==> src/rtl/erd_pkg.sv <==
// types, constants and the crc step of the event record deframer
`default_nettype none

package erd_pkg;

	localparam int FULL_RECORD_BYTES    = 16;
	localparam int COMPACT_RECORD_BYTES = 9;
	localparam int PAYLOAD_DEPTH        = 14;
	localparam int LEN_W                = 5;
	localparam int CNT_W                = 4;
	localparam int IDX_W                = $clog2(PAYLOAD_DEPTH);

	localparam logic [15:0] CRC_INIT      = 16'hFFFF;
	localparam logic [15:0] CRC_POLY      = 16'h1021;
	localparam logic [15:0] BEARING_LIMIT = 16'd3600;

	localparam logic [2:0] STATUS_OK      = 3'd0;
	localparam logic [2:0] STATUS_CRC     = 3'd1;
	localparam logic [2:0] STATUS_BEARING = 3'd2;
	localparam logic [2:0] STATUS_TIER    = 3'd3;
	localparam logic [2:0] STATUS_CLASS   = 3'd4;

	localparam int          PADDR_W     = 4;
	localparam logic [1:0] REG_COMPACT  = 2'd0;
	localparam logic [1:0] REG_TIER_LIM = 2'd1;
	localparam logic [1:0] REG_CLASS_LIM = 2'd2;

	typedef logic [PAYLOAD_DEPTH-1:0][7:0] payload_t;

	typedef struct packed {
		logic        compact;
		logic        crc_ok;
		logic [15:0] wire_checksum;
		payload_t    payload;
	} rec_entry_t;

	function automatic logic [15:0] crc_byte(input logic [15:0] crc, input logic [7:0] data);
		logic [15:0] c;
		c = crc ^ {data, 8'h00};
		for (int k = 0; k < 8; k++) begin
			if (c[15]) begin
				c = {c[14:0], 1'b0} ^ CRC_POLY;
			end else begin
				c = {c[14:0], 1'b0};
			end
		end
		return c;
	endfunction

endpackage

`default_nettype wire

==> src/rtl/erd_stream_if.sv <==
// valid/ready channels for record bytes and decoded records
`default_nettype none

interface erd_in_if;
	logic       valid;
	logic       ready;
	logic [7:0] wire_byte;
	logic       frame_start;

	modport source (output valid, output wire_byte, output frame_start, input ready);
	modport sink (input valid, input wire_byte, input frame_start, output ready);
endinterface

interface erd_out_if;
	logic        valid;
	logic        ready;
	logic [31:0] time_deciseconds;
	logic [15:0] node_id;
	logic [15:0] bearing_tenths;
	logic [7:0]  bearing_spread;
	logic [7:0]  tier;
	logic [7:0]  event_class;
	logic [7:0]  confidence;
	logic [15:0] sequence_res;
	logic [15:0] wire_checksum;
	logic [2:0]  status;

	modport source (
		output valid, output time_deciseconds, output node_id, output bearing_tenths,
		output bearing_spread, output tier, output event_class, output confidence,
		output sequence_res, output wire_checksum, output status, input ready
	);
	modport sink (
		input valid, input time_deciseconds, input node_id, input bearing_tenths,
		input bearing_spread, input tier, input event_class, input confidence,
		input sequence_res, input wire_checksum, input status, output ready
	);
endinterface

`default_nettype wire

==> src/rtl/event_record_deframer_unit.sv <==
// top level of the event record deframer: register port, front, record queue and back
// Takes one record byte per cycle with no gaps between records. The front counts
// bytes and folds each payload byte into a CRC-16/CCITT-FALSE with a byte-wide step;
// on the last byte of a record it pushes the payload, checksum and crc verdict into
// a queue of QUEUE_DEPTH records. The back decodes one record a cycle into its output
// register unless the output is held back. Byte beats stall only while the queue is
// full, which takes results held back on the output channel. Registers are to be
// written over the APB port while no record is in flight, which the block does not
// enforce; a layout change applies from the next byte on.
`default_nettype none

module event_record_deframer_unit #(
	parameter int QUEUE_DEPTH = 2
) (
	input  wire logic                         clk,
	input  wire logic                         arst_n,
	erd_in_if.sink                            wire_bytes,
	erd_out_if.source                         records,
	input  wire logic                         psel,
	input  wire logic                         penable,
	input  wire logic                         pwrite,
	input  wire logic [erd_pkg::PADDR_W-1:0] paddr,
	input  wire logic [31:0]                  pwdata,
	output      logic [31:0]                  prdata,
	output      logic                         pready
);

	logic       compact_q;
	logic [7:0] tier_limit_q;
	logic [7:0] class_limit_q;
	logic       wr_en;

	logic                q_push;
	logic                q_pop;
	logic                q_full;
	logic                q_empty;
	erd_pkg::rec_entry_t q_in;
	erd_pkg::rec_entry_t q_head;

	assign pready = 1'b1;
	assign wr_en  = psel && penable && pwrite;

	always_ff @(posedge clk or negedge arst_n) begin
		if (!arst_n) begin
			compact_q     <= 1'b0;
			tier_limit_q  <= 8'd3;
			class_limit_q <= 8'd3;
		end else if (wr_en) begin
			unique case (paddr[3:2])
				erd_pkg::REG_COMPACT:   compact_q     <= pwdata[0];
				erd_pkg::REG_TIER_LIM:  tier_limit_q  <= pwdata[7:0];
				erd_pkg::REG_CLASS_LIM: class_limit_q <= pwdata[7:0];
				default: ;
			endcase
		end
	end

	always_comb begin
		unique case (paddr[3:2])
			erd_pkg::REG_COMPACT:   prdata = {31'h0, compact_q};
			erd_pkg::REG_TIER_LIM:  prdata = {24'h0, tier_limit_q};
			erd_pkg::REG_CLASS_LIM: prdata = {24'h0, class_limit_q};
			default:                prdata = '0;
		endcase
	end

	erd_front u_front (
		.clk     (clk),
		.arst_n  (arst_n),
		.bytes   (wire_bytes),
		.compact (compact_q),
		.q_full  (q_full),
		.q_push  (q_push),
		.q_entry (q_in)
	);

	erd_queue #(
		.DEPTH (QUEUE_DEPTH)
	) u_queue (
		.clk        (clk),
		.arst_n     (arst_n),
		.push       (q_push),
		.push_entry (q_in),
		.full       (q_full),
		.pop        (q_pop),
		.head       (q_head),
		.empty      (q_empty)
	);

	erd_back u_back (
		.clk         (clk),
		.arst_n      (arst_n),
		.head        (q_head),
		.empty       (q_empty),
		.pop         (q_pop),
		.tier_limit  (tier_limit_q),
		.class_limit (class_limit_q),
		.records     (records)
	);

endmodule

`default_nettype wire

==> src/rtl/erd_front.sv <==
// byte counter, running crc and payload capture; hands finished records to the queue
`default_nettype none

module erd_front (
	input  wire logic                clk,
	input  wire logic                arst_n,
	erd_in_if.sink                   bytes,
	input  wire logic                compact,
	input  wire logic                q_full,
	output      logic                q_push,
	output      erd_pkg::rec_entry_t q_entry
);

	logic [erd_pkg::CNT_W-1:0]  cnt_q;
	logic [15:0]                crc_q;
	logic [7:0]                 low_q;
	erd_pkg::payload_t          payload_q;

	logic [erd_pkg::LEN_W-1:0]  rec_len;
	logic                       restart;
	logic [erd_pkg::CNT_W-1:0]  pos;
	logic [erd_pkg::LEN_W-1:0]  pos_x;
	logic [15:0]                crc_cur;
	logic                       in_payload;
	logic                       in_low;
	logic                       beat;

	assign bytes.ready = !q_full;
	assign beat        = bytes.valid && bytes.ready;

	assign rec_len    = compact ? erd_pkg::LEN_W'(erd_pkg::COMPACT_RECORD_BYTES)
	                            : erd_pkg::LEN_W'(erd_pkg::FULL_RECORD_BYTES);
	assign restart    = bytes.frame_start || ({1'b0, cnt_q} >= rec_len);
	assign pos        = restart ? '0 : cnt_q;
	assign pos_x      = {1'b0, pos};
	assign crc_cur    = restart ? erd_pkg::CRC_INIT : crc_q;
	assign in_payload = pos_x < (rec_len - erd_pkg::LEN_W'(2));
	assign in_low     = pos_x == (rec_len - erd_pkg::LEN_W'(2));

	assign q_push                = beat && !in_payload && !in_low;
	assign q_entry.compact       = compact;
	assign q_entry.wire_checksum = {bytes.wire_byte, low_q};
	assign q_entry.crc_ok        = crc_cur == {bytes.wire_byte, low_q};
	assign q_entry.payload       = payload_q;

	always_ff @(posedge clk or negedge arst_n) begin
		if (!arst_n) begin
			cnt_q <= '0;
			crc_q <= erd_pkg::CRC_INIT;
		end else if (beat) begin
			if (in_payload) begin
				crc_q <= erd_pkg::crc_byte(crc_cur, bytes.wire_byte);
				cnt_q <= pos + erd_pkg::CNT_W'(1);
			end else if (in_low) begin
				crc_q <= crc_cur;
				cnt_q <= pos + erd_pkg::CNT_W'(1);
			end else begin
				crc_q <= erd_pkg::CRC_INIT;
				cnt_q <= '0;
			end
		end
	end

	always_ff @(posedge clk) begin
		if (beat && in_payload) begin
			payload_q[pos[erd_pkg::IDX_W-1:0]] <= bytes.wire_byte;
		end
		if (beat && in_low) begin
			low_q <= bytes.wire_byte;
		end
	end

endmodule

`default_nettype wire

==> src/rtl/erd_queue.sv <==
// short fifo of finished records between front and back
`default_nettype none

module erd_queue #(
	parameter int DEPTH = 2
) (
	input  wire logic                clk,
	input  wire logic                arst_n,
	input  wire logic                push,
	input  wire erd_pkg::rec_entry_t push_entry,
	output      logic                full,
	input  wire logic                pop,
	output      erd_pkg::rec_entry_t head,
	output      logic                empty
);

	localparam int PTR_W = $clog2(DEPTH);
	localparam int FILL_W = $clog2(DEPTH + 1);

	erd_pkg::rec_entry_t mem [DEPTH];
	logic [PTR_W-1:0]    wr_ptr_q;
	logic [PTR_W-1:0]    rd_ptr_q;
	logic [FILL_W-1:0]   fill_q;

	assign full  = fill_q == FILL_W'(DEPTH);
	assign empty = fill_q == '0;
	assign head  = mem[rd_ptr_q];

	always_ff @(posedge clk or negedge arst_n) begin
		if (!arst_n) begin
			wr_ptr_q <= '0;
			rd_ptr_q <= '0;
			fill_q   <= '0;
		end else begin
			if (push) begin
				wr_ptr_q <= (wr_ptr_q == PTR_W'(DEPTH - 1)) ? '0 : wr_ptr_q + PTR_W'(1);
			end
			if (pop) begin
				rd_ptr_q <= (rd_ptr_q == PTR_W'(DEPTH - 1)) ? '0 : rd_ptr_q + PTR_W'(1);
			end
			if (push && !pop) begin
				fill_q <= fill_q + FILL_W'(1);
			end else if (pop && !push) begin
				fill_q <= fill_q - FILL_W'(1);
			end
		end
	end

	always_ff @(posedge clk) begin
		if (push) begin
			mem[wr_ptr_q] <= push_entry;
		end
	end

endmodule

`default_nettype wire

==> src/rtl/erd_back.sv <==
// field decode, checks and output register
`default_nettype none

module erd_back (
	input  wire logic                clk,
	input  wire logic                arst_n,
	input  wire erd_pkg::rec_entry_t head,
	input  wire logic                empty,
	output      logic                pop,
	input  wire logic [7:0]          tier_limit,
	input  wire logic [7:0]          class_limit,
	erd_out_if.source                records
);

	logic        valid_q;
	logic [31:0] time_q;
	logic [15:0] node_q;
	logic [15:0] bearing_q;
	logic [7:0]  spread_q;
	logic [7:0]  tier_q;
	logic [7:0]  class_q;
	logic [7:0]  conf_q;
	logic [15:0] seq_q;
	logic [15:0] wire_q;
	logic [2:0]  status_q;

	erd_pkg::payload_t p;
	logic [31:0] t_d;
	logic [15:0] node_d;
	logic [15:0] bear_d;
	logic [7:0]  spread_d;
	logic [7:0]  tier_d;
	logic [7:0]  class_d;
	logic [7:0]  conf_d;
	logic [15:0] seq_d;
	logic [2:0]  status_d;

	assign p   = head.payload;
	assign pop = !empty && (!valid_q || records.ready);

	always_comb begin
		if (head.compact) begin
			t_d      = '0;
			node_d   = {p[1], p[0]};
			bear_d   = {4'h0, p[3][3:0], p[2]};
			spread_d = {4'h0, p[3][7:4]};
			tier_d   = {6'h00, p[4][3:2]};
			class_d  = {6'h00, p[4][1:0]};
			conf_d   = {p[5][1:0], p[4][7:4], 2'b00};
			seq_d    = {8'h00, p[6]};
		end else begin
			t_d      = {p[3], p[2], p[1], p[0]};
			node_d   = {p[5], p[4]};
			bear_d   = {p[7], p[6]};
			tier_d   = p[8];
			class_d  = p[9];
			conf_d   = p[10];
			spread_d = p[11];
			seq_d    = {p[13], p[12]};
		end
		if (!head.crc_ok) begin
			status_d = erd_pkg::STATUS_CRC;
		end else if (bear_d >= erd_pkg::BEARING_LIMIT) begin
			status_d = erd_pkg::STATUS_BEARING;
		end else if (tier_d > tier_limit) begin
			status_d = erd_pkg::STATUS_TIER;
		end else if (class_d > class_limit) begin
			status_d = erd_pkg::STATUS_CLASS;
		end else begin
			status_d = erd_pkg::STATUS_OK;
		end
	end

	always_ff @(posedge clk or negedge arst_n) begin
		if (!arst_n) begin
			valid_q <= 1'b0;
		end else if (pop) begin
			valid_q <= 1'b1;
		end else if (records.ready) begin
			valid_q <= 1'b0;
		end
	end

	always_ff @(posedge clk) begin
		if (pop) begin
			time_q    <= t_d;
			node_q    <= node_d;
			bearing_q <= bear_d;
			spread_q  <= spread_d;
			tier_q    <= tier_d;
			class_q   <= class_d;
			conf_q    <= conf_d;
			seq_q     <= seq_d;
			wire_q    <= head.wire_checksum;
			status_q  <= status_d;
		end
	end

	assign records.valid            = valid_q;
	assign records.time_deciseconds = time_q;
	assign records.node_id          = node_q;
	assign records.bearing_tenths   = bearing_q;
	assign records.bearing_spread   = spread_q;
	assign records.tier             = tier_q;
	assign records.event_class      = class_q;
	assign records.confidence       = conf_q;
	assign records.sequence_res     = seq_q;
	assign records.wire_checksum    = wire_q;
	assign records.status           = status_q;

endmodule

`default_nettype wire

==> src/flat_wrapper.sv <==
// flat-port wrapper written by rule: the top's interface ports become plain ports
module event_record_deframer_unit_flat 
#(
	parameter int QUEUE_DEPTH = 2
)
  (clk, arst_n, psel, penable, pwrite, paddr, pwdata, prdata, pready, wire_bytes_valid, wire_bytes_wire_byte, wire_bytes_frame_start, wire_bytes_ready, records_valid, records_time_deciseconds, records_node_id, records_bearing_tenths, records_bearing_spread, records_tier, records_event_class, records_confidence, records_sequence_res, records_wire_checksum, records_status, records_ready);
  erd_in_if wire_bytes_i ();
  erd_out_if records_i ();
  input  wire logic clk;
  input  wire logic arst_n;
  input  wire logic psel;
  input  wire logic penable;
  input  wire logic pwrite;
  input  wire logic [erd_pkg::PADDR_W-1:0] paddr;
  input  wire logic [31:0] pwdata;
  output      logic [31:0] prdata;
  output      logic pready;
  input wire logic [$bits(wire_bytes_i.valid)-1:0] wire_bytes_valid;
  input wire logic [$bits(wire_bytes_i.wire_byte)-1:0] wire_bytes_wire_byte;
  input wire logic [$bits(wire_bytes_i.frame_start)-1:0] wire_bytes_frame_start;
  output wire logic [$bits(wire_bytes_i.ready)-1:0] wire_bytes_ready;
  output wire logic [$bits(records_i.valid)-1:0] records_valid;
  output wire logic [$bits(records_i.time_deciseconds)-1:0] records_time_deciseconds;
  output wire logic [$bits(records_i.node_id)-1:0] records_node_id;
  output wire logic [$bits(records_i.bearing_tenths)-1:0] records_bearing_tenths;
  output wire logic [$bits(records_i.bearing_spread)-1:0] records_bearing_spread;
  output wire logic [$bits(records_i.tier)-1:0] records_tier;
  output wire logic [$bits(records_i.event_class)-1:0] records_event_class;
  output wire logic [$bits(records_i.confidence)-1:0] records_confidence;
  output wire logic [$bits(records_i.sequence_res)-1:0] records_sequence_res;
  output wire logic [$bits(records_i.wire_checksum)-1:0] records_wire_checksum;
  output wire logic [$bits(records_i.status)-1:0] records_status;
  input wire logic [$bits(records_i.ready)-1:0] records_ready;
  assign wire_bytes_i.valid = wire_bytes_valid;
  assign wire_bytes_i.wire_byte = wire_bytes_wire_byte;
  assign wire_bytes_i.frame_start = wire_bytes_frame_start;
  assign wire_bytes_ready = wire_bytes_i.ready;
  assign records_valid = records_i.valid;
  assign records_time_deciseconds = records_i.time_deciseconds;
  assign records_node_id = records_i.node_id;
  assign records_bearing_tenths = records_i.bearing_tenths;
  assign records_bearing_spread = records_i.bearing_spread;
  assign records_tier = records_i.tier;
  assign records_event_class = records_i.event_class;
  assign records_confidence = records_i.confidence;
  assign records_sequence_res = records_i.sequence_res;
  assign records_wire_checksum = records_i.wire_checksum;
  assign records_status = records_i.status;
  assign records_i.ready = records_ready;
  event_record_deframer_unit #(.QUEUE_DEPTH(QUEUE_DEPTH)) u_core (.clk(clk), .arst_n(arst_n), .wire_bytes(wire_bytes_i), .records(records_i), .psel(psel), .penable(penable), .pwrite(pwrite), .paddr(paddr), .pwdata(pwdata), .prdata(prdata), .pready(pready));
endmodule
==> config.mk <==
export PLATFORM = sky130hd
export DESIGN_NAME = event_record_deframer_unit_flat
export DESIGN_NICKNAME = d
export VERILOG_FILES = /design/src/rtl/erd_pkg.sv /design/src/rtl/erd_stream_if.sv /design/src/rtl/event_record_deframer_unit.sv /design/src/rtl/erd_front.sv /design/src/rtl/erd_queue.sv /design/src/rtl/erd_back.sv /design/src/flat_wrapper.sv
export SDC_FILE = /design/constraint.sdc
export NUM_CORES = 1
export LEC_CHECK = 0
export ABC_CLOCK_PERIOD_IN_PS = 29100
export BUFFER_PORTS_ARGS = -buffer_cell sky130_fd_sc_hd__buf_2
export CORE_MARGIN = 5
export CORE_UTILIZATION = 60
export DETAILED_ROUTE_END_ITERATION = 10
export GPL_ROUTABILITY_DRIVEN = 0
export HOLD_SLACK_MARGIN = 0.05
export PLACE_DENSITY = 0.81
export RECOVER_POWER = 25
export SKIP_CTS_REPAIR_TIMING = 1
export SYNTH_ARGS = -nofsm -noshare
export SYNTH_HDL_FRONTEND = slang
export SYNTH_HIERARCHICAL = 1
export SYNTH_SLANG_ARGS = --single-unit
export TNS_END_PERCENT = 50
==> constraint.sdc <==
create_clock -name clk -period 29.1 [get_ports clk]
set_clock_uncertainty 0.15 [all_clocks]
set_input_delay 4.365 -clock clk [delete_from_list [all_inputs] [get_ports clk]]
set_output_delay 4.365 -clock clk [all_outputs]
set_load 0.02 [all_outputs]
== After elaboration in Yosys (flattened, before gate mapping) ==
Memories as Yosys holds them, arrays and structs flattened.
Cells that the tools add are included.

* Reduce and logical (&&, ||, !) cells: 28
* Magnitude comparators: 7
* Equal/unequal tests: 5
* $add $sub $neg: 6
* Multiplexer cells: 51
* Bitwise operators: 10

{| class="wikitable"
|+ Operator list
! kind !! count
|-
| 16-bit two-way mux || 19
|-
| 112-bit bitwise mux || 1
|-
| 13-bit two-way mux || 8
|-
| 8-bit two-way mux || 5
|-
| 8-bit demux with 4-bit select || 1
|-
| 3-bit inverter || 8
|-
| 8-bit case mux with 3 select lines || 1
|-
| 16-bit equality test || 1
|-
| 16-bit by 12-bit greater-or-equal comparator with 1-bit output (second input constant) || 1
|-
| 8-bit greater-than comparator || 2
|-
| 4-bit two-way mux || 4
|-
| 16-bit XOR || 1
|-
| 1-bit logical AND || 11
|-
| 2-bit two-way mux || 4
|-
| 1-bit logical NOT || 7
|-
| 1-bit two-way mux || 6
|-
| 2-bit AND reduction || 3
|-
| 4-bit by 5-bit equality test with 1-bit output || 1
|-
| 4-bit by 5-bit greater-or-equal comparator with 1-bit output || 1
|-
| 4-bit by 5-bit less-than comparator with 1-bit output || 1
|-
| 4-bit by 5-bit less-than comparator with 1-bit output (second input constant) || 1
|-
| 5-bit two-way mux || 1
|-
| 5-bit by 2-bit subtractor with 5-bit output (second input constant) || 1
|-
| 4-bit by 1-bit adder with 4-bit output (second input constant) || 1
|-
| 12 further kinds || 17
|}

* Bits in registers: 293
* Word-level logic and storage cells: 146
* Bits in writable memories: 260
* Memories: 1

{| class="wikitable"
|+ Memories
! memory !! words !! bits a word !! rd ports !! clocked after Yosys merged registers in !! wr ports !! RTL line !! RTL
|-
| u_core.u_queue.mem || 2 || 130 || 1 || 0 || 1 || erd_queue.sv:20 || <nowiki>erd_pkg::rec_entry_t mem [DEPTH];</nowiki>
|}

== Longest topological paths before layout ==
Gate-level depths: netlist (run 1).

* Word-level depth: 36
* Mapped depth: 17
* Mapped depth without buffers: 16

== Cells and area by module ==
Netlist (run 1), hierarchy kept.

{| class="wikitable"
|+ By module, submodules not included
! module !! times used !! area an instance (sq um) !! sequential area each (sq um) !! cells each
|-
| erd_queue || 1 || 9943.3 || 7907.6 || 421
|-
| erd_front || 1 || 5854.4 || 4124.0 || 398
|-
| erd_back || 1 || 5469.0 || 3958.8 || 330
|-
| event_record_deframer_unit || 1 || 970.9 || 430.4 || 79
|}

== Least setup slack after synthesis (run 1) ==
Ideal clock, no wire load.

* Path type: input to register
* From: input wire_bytes_frame_start
* To: memory u_core/u_queue/mem[0][0] in the netlist's numbering, enable pin
* Cell stages on the path: 10
* Buffers on the path: 0
* Data arrival time: 11879 ps
* Path slack: 16434 ps
* Required time: 28314 ps
* Cell sequence: a21o_1 nor2_1 nand2_1 ha_1 nand4_1 a211o_1 nor2_1 or3_1 inv_1 nor2b_1

* Longest elaborated chain between the ends: 8
* Elaborated cells between the ends (all ways): 10
* Classes of those cells: order compare: 1; eq/ne: 1; mux: 3; reduce/logical: 5

{| class="wikitable"
|+ RTL lines
! what !! RTL line !! RTL
|-
| from (decl) || flat_wrapper.sv:20 || <nowiki>input wire logic [$bits(wire_bytes_i.frame_start)-1:0] wire_bytes_frame_start;</nowiki>
|-
| 1-bit logical OR (*) || erd_front.sv:33 || <nowiki>assign restart = bytes.frame_start || ({1'b0, cnt_q} >= rec_len);</nowiki>
|-
| 4-bit two-way mux (*) || erd_front.sv:34 || <nowiki>assign pos = restart ? '0 : cnt_q;</nowiki>
|-
| 4-bit by 5-bit less-than comparator with 1-bit output || erd_front.sv:37 || <nowiki>assign in_payload = pos_x < (rec_len - erd_pkg::LEN_W'(2));</nowiki>
|-
| 1-bit logical NOT || erd_front.sv:40 || <nowiki>assign q_push = beat && !in_payload && !in_low;</nowiki>
|-
| 1-bit logical AND || erd_front.sv:40 ||
|-
| 1-bit logical AND (*) || erd_front.sv:40 ||
|-
| named net u_core.q_push || event_record_deframer_unit.sv:33 || <nowiki>logic q_push;</nowiki>
|-
| 1-bit two-way mux (*) || erd_queue.sv:50 || <nowiki>if (push) begin</nowiki>
|-
| 1-bit two-way mux (not written as such) (*) || erd_queue.sv:51 || <nowiki>mem[wr_ptr_q] <= push_entry;</nowiki>
|-
| to (decl) || erd_queue.sv:20 ||
|}

The timed path passes the listed nets; every way through them passes the cells marked *.

== Worst setup path in the final report (run 1) ==
* From: input paddr[2] in the netlist's numbering
* To: output prdata[6]

* Longest elaborated chain between the ends: 2
* Elaborated cells between the ends (all ways): 4
* Classes of those cells: eq/ne: 2; mux: 1; reduce/logical: 1

{| class="wikitable"
|+ RTL lines
! what !! RTL line !! RTL
|-
| from (decl) || flat_wrapper.sv:14 || <nowiki>input wire logic [erd_pkg::PADDR_W-1:0] paddr;</nowiki>
|-
| 2-bit equality test (tied with other cells) || event_record_deframer_unit.sv:59 || <nowiki>unique case (paddr[3:2])</nowiki>
|-
| 8-bit case mux with 3 select lines (*) || event_record_deframer_unit.sv:59 ||
|-
| to (decl) || flat_wrapper.sv:16 || <nowiki>output logic [31:0] prdata;</nowiki>
|}

Every way passes the cells marked *; elsewhere a longest branch is shown, timed or not.

==> results of run 1 <==
## kinds of logic after synthesis
family	count (synthesis)	share of synthesized area
AND/OR/NAND/NOR	208	0.0549
adder cells (fa/ha/maj)	26	0.0146
buffers and inverters	109	0.0298
flip-flops	553	0.738
AO/OA/AOI/OAI	84	0.0269
other	2	0.000338
multiplexers	200	0.116
XOR/XNOR	46	0.0187
## power groups by stage
stage	Combinational [mW]	Clock (mW)	Sequential (mW)
finish	0.590	0.631	1.08
global route	0.632	0.681	1.09
CTS	0.590	0.643	1.08
detailed placement	0.586	0	1.10
global placement	0.571	0	1.09
floorplan	0.371	0	1.17
## final timing paths
path | from | endpoint | slack [ps] | cells after the start
setup / recovery | paddr[2] | prdata[6] | 19120 | 4
setup reg to reg | u_core/u_queue/rd_ptr_q$_DFFE_PN0P_ | u_core/u_back/records.status[1]$_SDFFCE_PN0P_ | 22450 | 9
hold reg to reg | u_core/u_front/q_entry[68]$_DFFE_PP_ | u_core/u_queue/mem[0][68]$_DFFE_PP_ | 290 | 0
hold / removal | u_core/u_front/q_entry[68]$_DFFE_PP_ | u_core/u_queue/mem[0][68]$_DFFE_PP_ | 290 | 0
max in group asynchronous | arst_n | u_core/class_limit_q[6]$_DFFE_PN0P_ | 24320 | 1
min in group asynchronous | arst_n | u_core/u_queue/fill_q[0]$_DFFE_PN0P_ | 3820 | 1
## through the flow
stage,total power [mW],hold WS [ps]
2_1_floorplan,1.54,271
3_3_place_gp,1.66,271
3_5_place_dp,1.68,279
4_1_cts,2.31,289
5_1_grt,2.40,304
6_report,2.30,288
## layout make-up
type / count / area share
Clock inverter: 26 / 0.00715
Timing Repair Buffer: 175 / 0.0366
Multi-Input combinational cell: 589 / 0.212
Inverter: 26 / 0.00392
Clock buffer: 67 / 0.0567
Tap cell: 468 / 0.0235
Sequential cell: 553 / 0.660
## routing by layer
metal / wire length (µm) / GRT usage / vias up
li1: - / - / 4928
met1: 17200 / 0.272 / 5508
met2: 21900 / 0.355 / 364
met3: 2380 / 0.0371 / 79
met4: 971 / 0.0531 / 4
met5: 34 / 0 / -
## synth_stat cells, types with 3 or more instances
cell,instances,area (µm²)
a21boi_0,3,22.5
a21oi_1,20,100
a221oi_1,5,43.8
a22o_1,7,61.3
a31oi_1,5,31.3
and2_1,20,125
and3_1,7,43.8
buf_2,13,65.1
buf_4,36,270
buf_6,12,135
clkbuf_1,21,78.8
dfrtp_1,22,551
dfstp_2,20,526
edfxtp_1,511,15300
ha_1,26,325
inv_1,26,97.6
mux2_2,104,1170
mux2_4,91,1370
mux2i_1,5,50.1
nand2_1,16,60.1
nand2b_1,5,31.3
nand3_1,15,75.1
nand4_1,6,37.5
nor2_1,32,120
nor2b_1,69,432
nor3_1,11,55.1
nor4_1,4,25.0
o211ai_1,6,45.0
o21ai_0,11,55.1
o22ai_1,5,31.3
o31ai_1,3,22.5
o41ai_1,4,35.0
or3_1,7,43.8
xnor2_1,25,219
xor2_1,20,175
## flip-flops by register name (all words and copies together) (netlist names), 8 cells and up
signal	flops
u_core/class_limit_q	8
u_core/tier_limit_q	8
u_core/u_back/records.bearing_spread	8
u_core/u_back/records.bearing_tenths	16
u_core/u_back/records.confidence	8
u_core/u_back/records.event_class	8
u_core/u_back/records.node_id	16
u_core/u_back/records.sequence_res	16
u_core/u_back/records.tier	8
u_core/u_back/records.time_deciseconds	32
u_core/u_back/records.wire_checksum	16
u_core/u_front/crc_q	16
u_core/u_front/low_q	8
u_core/u_front/q_entry	112
u_core/u_queue/mem	260
## critical path: stages
cell	delay, ps
buf_2	170
nor2b_1	520
a22o_1	250
buf_2	160
==> results_dict.tcl, run 1 <==
set metrics [dict create \
    final_cell_mix "edfxtp_1 (511), buf_2 (166), mux2_2 (100)" \
    setup_viol 0 \
    num_vias 10900 \
    vdd_ir_drop_max_v 0.0000668 \
    internal_power_mw 1.62 \
    antennaDiodeCount 0 \
    first_pass_iters 5 \
    layout_commonest_cell "edfxtp_1" \
    end_kind "primary output" \
    drc_errors 0 \
    placed_cells 1811 \
    cp.required_ps 24580 \
    drtIter0Drc 1042 \
    worst_pin_slew_ps 2600 \
    hold_class "flip-flop to flip-flop" \
    clk_pin_slew_ps 60 \
    path_max_fanout 7 \
    maxCapViolCount 2 \
    drv_slew 113 \
    clockPowerShare 0.274 \
    cts_htree_levels 2 \
    ys_seq_area_frac 0.738 \
    period_minus_slack_ps 9980 \
    relSlewSlack -0.732 \
    final_util 0.679 \
    post_synth_instance_area_mm2 0.0222 \
    pre_cts_ws_ps 19150 \
    die-width_um 203 \
    dieArea_mm2 0.0410 \
    regArea_mm2 0.0164 \
    seqPwrFrac 0.469 \
    ys_seq_elements 553 \
    ios 218 \
    cts_tree "yes" \
    synth.avg_cell_area_um2 18.1 \
    grt_max_degree 85 \
    root_buffer "clkbuf_16" \
    cellPowerDensity_mw_per_mm2 92.5 \
    hold_viol_final 0 \
    fin_cells 1904 \
    violations "max-capacitance violations, max-slew violations" \
    yosysWarnings 6 \
    vias_per_cell 5.72 \
    wire_per_inst_um 22.3 \
    fin_tns_setup_ps 0 \
    dpl_cell_area_mm2 0.0233 \
    fin_ws_ps 19120 \
    die_y_um 203 \
    grt_pass1_wl_mm 65.3 \
    wl_mm 42.4 \
    leakagePower_nw 9.08 \
    multi_input_area_mm2 0.00527 \
    min_period_over_period 0.343 \
    worstSetupPathType "input port to primary output" \
    cp-start-kind "input port" \
    row_count 70 \
    grt_overflow 0 \
    synth_cell_type_count 63 \
    syn_to_final_growth_pct 11.8 \
    finalInstanceArea_mm2 0.0249 \
    clk_latency_ps 570 \
    swShare 0.296 \
    synth_edf_count 511 \
    comb_power_share 0.257 \
    fill_cells 2321 \
    grt_usage 0.205 \
    grt_antenna_before_repair 2 \
    clk_path_buf_depth 3 \
    clock.fmax_ghz 0.100 \
    grt_pass1_vias 11200 \
    start_util 0.607 \
    arrival_ps 5460 \
    p_switching_mw 0.681 \
    postRouteAntennaNets 0 \
    coreArea_mm2 0.0366 \
    synth_ff_type "edfxtp_1" \
    hpwlAfterDp_mm 25.6 \
    fin_nets 1475 \
    clock-sinks 553 \
    synthesis.instances 1228 \
    drive_gt1_frac 0.327 \
    rsz0062_at_grt "no" \
    io_buffers 166 \
    async_flop_share 0.0759 \
    numCtsBuffers 52 \
    status "finished, violations left" \
]
Note: power is estimated with default switching activity, not from simulation.
==> run 2, diff against run 1 <==
--- a/config.mk
+++ b/config.mk
@@ -5,14 +5,14 @@
 export SDC_FILE = /design/constraint.sdc
 export NUM_CORES = 1
 export LEC_CHECK = 0
-export ABC_CLOCK_PERIOD_IN_PS = 29100
+export ABC_CLOCK_PERIOD_IN_PS = 8800
 export BUFFER_PORTS_ARGS = -buffer_cell sky130_fd_sc_hd__buf_2
 export CORE_MARGIN = 5
-export CORE_UTILIZATION = 60
+export CORE_UTILIZATION = 53
 export DETAILED_ROUTE_END_ITERATION = 10
 export GPL_ROUTABILITY_DRIVEN = 0
 export HOLD_SLACK_MARGIN = 0.05
-export PLACE_DENSITY = 0.81
+export PLACE_DENSITY = 0.76
 export RECOVER_POWER = 25
 export SKIP_CTS_REPAIR_TIMING = 1
 export SYNTH_ARGS = -nofsm -noshare
==> constraint.sdc (replaced) <==
create_clock -name clk -period 8.8 [get_ports clk]
set_clock_uncertainty 0.15 [all_clocks]
set_input_delay 1.32 -clock clk [delete_from_list [all_inputs] [get_ports clk]]
set_output_delay 1.32 -clock clk [all_outputs]
set_load 0.02 [all_outputs]
==> run 2 against run 1 <==
  * Die area is 13% higher
  * Highest routed layer unchanged
  * Final cell count rose by 4.2%
  * Largest cell class unchanged
  * Sequential share of layout area is 0.72 points lower
  * Non-clock buffer count increased by 3
  * Cell area up 1.1%
  * Power grew to 3.4 times the previous value
  * Setup slack worse by 16000 ps
  * Flip-flop and latch count stayed put
  * Utilization decreased by 7.7 points
  * The flow still finishes with violations (max-capacitance violations, max-slew violations)
  * Critical path depth rose by 10
  * Via count fell by 0.53%
==> results_dict.tcl, run 2 (synthesis results as in run 1) <==
set metrics [dict create \
    status "finished, violations left" \
    violations "max-capacitance violations, max-slew violations" \
    postRouteAntennaNets 0 \
    rsz0062_at_grt "no" \
    multi_input_area_mm2 0.00527 \
    reg2reg_depth 14 \
    dieArea_mm2 0.0462 \
    wl_mm 41.9 \
    cp.required_ps 8860 \
    path_max_fanout 64 \
    largest_reg_flops 260 \
    top_register "u_core/u_queue/mem" \
    maxCapViolCount 5 \
    die-width_um 215 \
    num_vias 10800 \
    drtIter0Drc 848 \
    row_count 75 \
    clock.fmax_ghz 0.171 \
    drc_errors 0 \
    r2r_end "u_core/u_queue/mem[1][112]$_DFFE_PP_" \
    grt_antenna_before_repair 1 \
    ff2ff_setup_slack_ps 2970 \
    cp_cell_sequence "inv_1 -> ha_1 -> and4bb_1 -> o21a_1 -> nor2_1 -> nand2_1 -> ha_1 -> nand4_1 -> a211o_1 -> nor2_1 -> or3_1 -> inv_1 -> and2_4 -> buf_4" \
    fill_cells 2966 \
    clk_path_buf_depth 3 \
    grt_overflow 0 \
    final_cell_mix "edfxtp_1 (511), buf_2 (158), mux2_2 (103)" \
    cts_tree "yes" \
    cp-start-kind "flip-flop" \
    drive_gt1_frac 0.332 \
    hold_class "flip-flop to flip-flop" \
    critPathSlowestCell "and2_4" \
    wire_per_inst_um 21.1 \
    max_stage_delay_ps 820 \
    first_pass_iters 5 \
    worst_pin_slew_ps 2460 \
    fin_ws_ps 2970 \
    die_y_um 215 \
    numCtsBuffers 52 \
    setup_viol 0 \
    fin_cells 1984 \
    relSlewSlack -0.637 \
    hpwlAfterDp_mm 25.5 \
    cts_htree_levels 2 \
    grt_max_degree 86 \
    drv_slew 136 \
    leakagePower_nw 9.15 \
    clk_pin_slew_ps 60 \
    cellPowerDensity_mw_per_mm2 309 \
    period_minus_slack_ps 5830 \
    fin_nets 1478 \
    grt_pass1_wl_mm 64.5 \
    startpoint "u_core/compact_q$_DFFE_PN0P_" \
    grt_usage 0.178 \
    start_util 0.533 \
    worstSetupPathType "flip-flop to flip-flop" \
    root_buffer "clkbuf_16" \
    hold_viol_final 0 \
    regArea_mm2 0.0164 \
    min_period_over_period 0.663 \
    ios 218 \
    hold_start "u_core/u_front/q_entry[23]$_DFFE_PP_" \
    io_buffers 166 \
    end_kind "flip-flop" \
    clock-sinks 553 \
    arrival_ps 5890 \
    layout_commonest_cell "edfxtp_1" \
    vdd_ir_drop_max_v 0.000131 \
    coreArea_mm2 0.0418 \
    vias_per_cell 5.46 \
    rr_startpoint "u_core/compact_q$_DFFE_PN0P_" \
    pre_cts_ws_ps 2860 \
    clk_latency_ps 580 \
    placed_cells 1885 \
    grt_pass1_vias 11000 \
    syn_to_final_growth_pct 13.1 \
    whs_path_depth 0 \
    min_to "u_core/u_queue/mem[0][23]$_DFFE_PP_" \
]
run 2: worst max path at each step:
stage | endpoint | slack (ps) | depth (start not counted)
2_1_floorplan | u_core/u_queue/fill_q[1]$_DFFE_PN0P_ | -150 | 6
3_3_place_gp | u_core/u_queue/mem[1][116]$_DFFE_PP_ | 2990 | 12
3_5_place_dp | u_core/u_queue/mem[1][114]$_DFFE_PP_ | 2860 | 12
4_1_cts | u_core/u_queue/mem[1][127]$_DFFE_PP_ | 3020 | 14
5_1_grt | u_core/u_queue/mem[1][116]$_DFFE_PP_ | 2600 | 14
6_report | u_core/u_queue/mem[1][112]$_DFFE_PP_ | 2970 | 14
run 2: layer usage:
metal,vias to the layer above,global-route usage,share of wire
met1,5482,0.241,0.42
met2,338,0.298,0.50
met5,-,0,0.00029
li1,4934,-,-
met3,69,0.0339,0.055
met4,2,0.0498,0.022
run 2: final cells by class:
class                   instances  share of cell area
clock inverters                33              0.0143
flip-flops and latches        553               0.653
well taps                     539              0.0268
repair buffers                178              0.0362
multi-input cells             589               0.210
inverters                      26             0.00388
diodes                          1           0.0000995
clock buffers                  65              0.0558
run 2: where the power goes:
group | switching, mW | internal, mW | total, mW
logic | 1.11 | 0.823 | 1.93
registers | 0.236 | 3.33 | 3.57
clock network | 0.936 | 1.34 | 2.28
total | 2.28 | 5.50 | 7.78
run 2: metrics by stage:
step	power [mW]	cell area [µm²]	TNS [ps]	hold WS, ps	util
floorplan	5.10	22300	-214	271	-
global placement	5.52	23400	0	272	0.560
detailed placement	5.57	23400	0	279	0.560
CTS	7.85	25200	0	279	0.602
global route	8.12	25100	0	293	0.602
finish	7.78	25100	0	279	0.602
run 2: critical path, delay by kind of cell, from the launching register on:
kind,cells,cell delay [ps]
AND/OR/NAND/NOR,7,2620
buffers and inverters,3,830
adder cells (fa/ha/maj),2,620
AO/OA/AOI/OAI,2,620
flip-flops,1,570
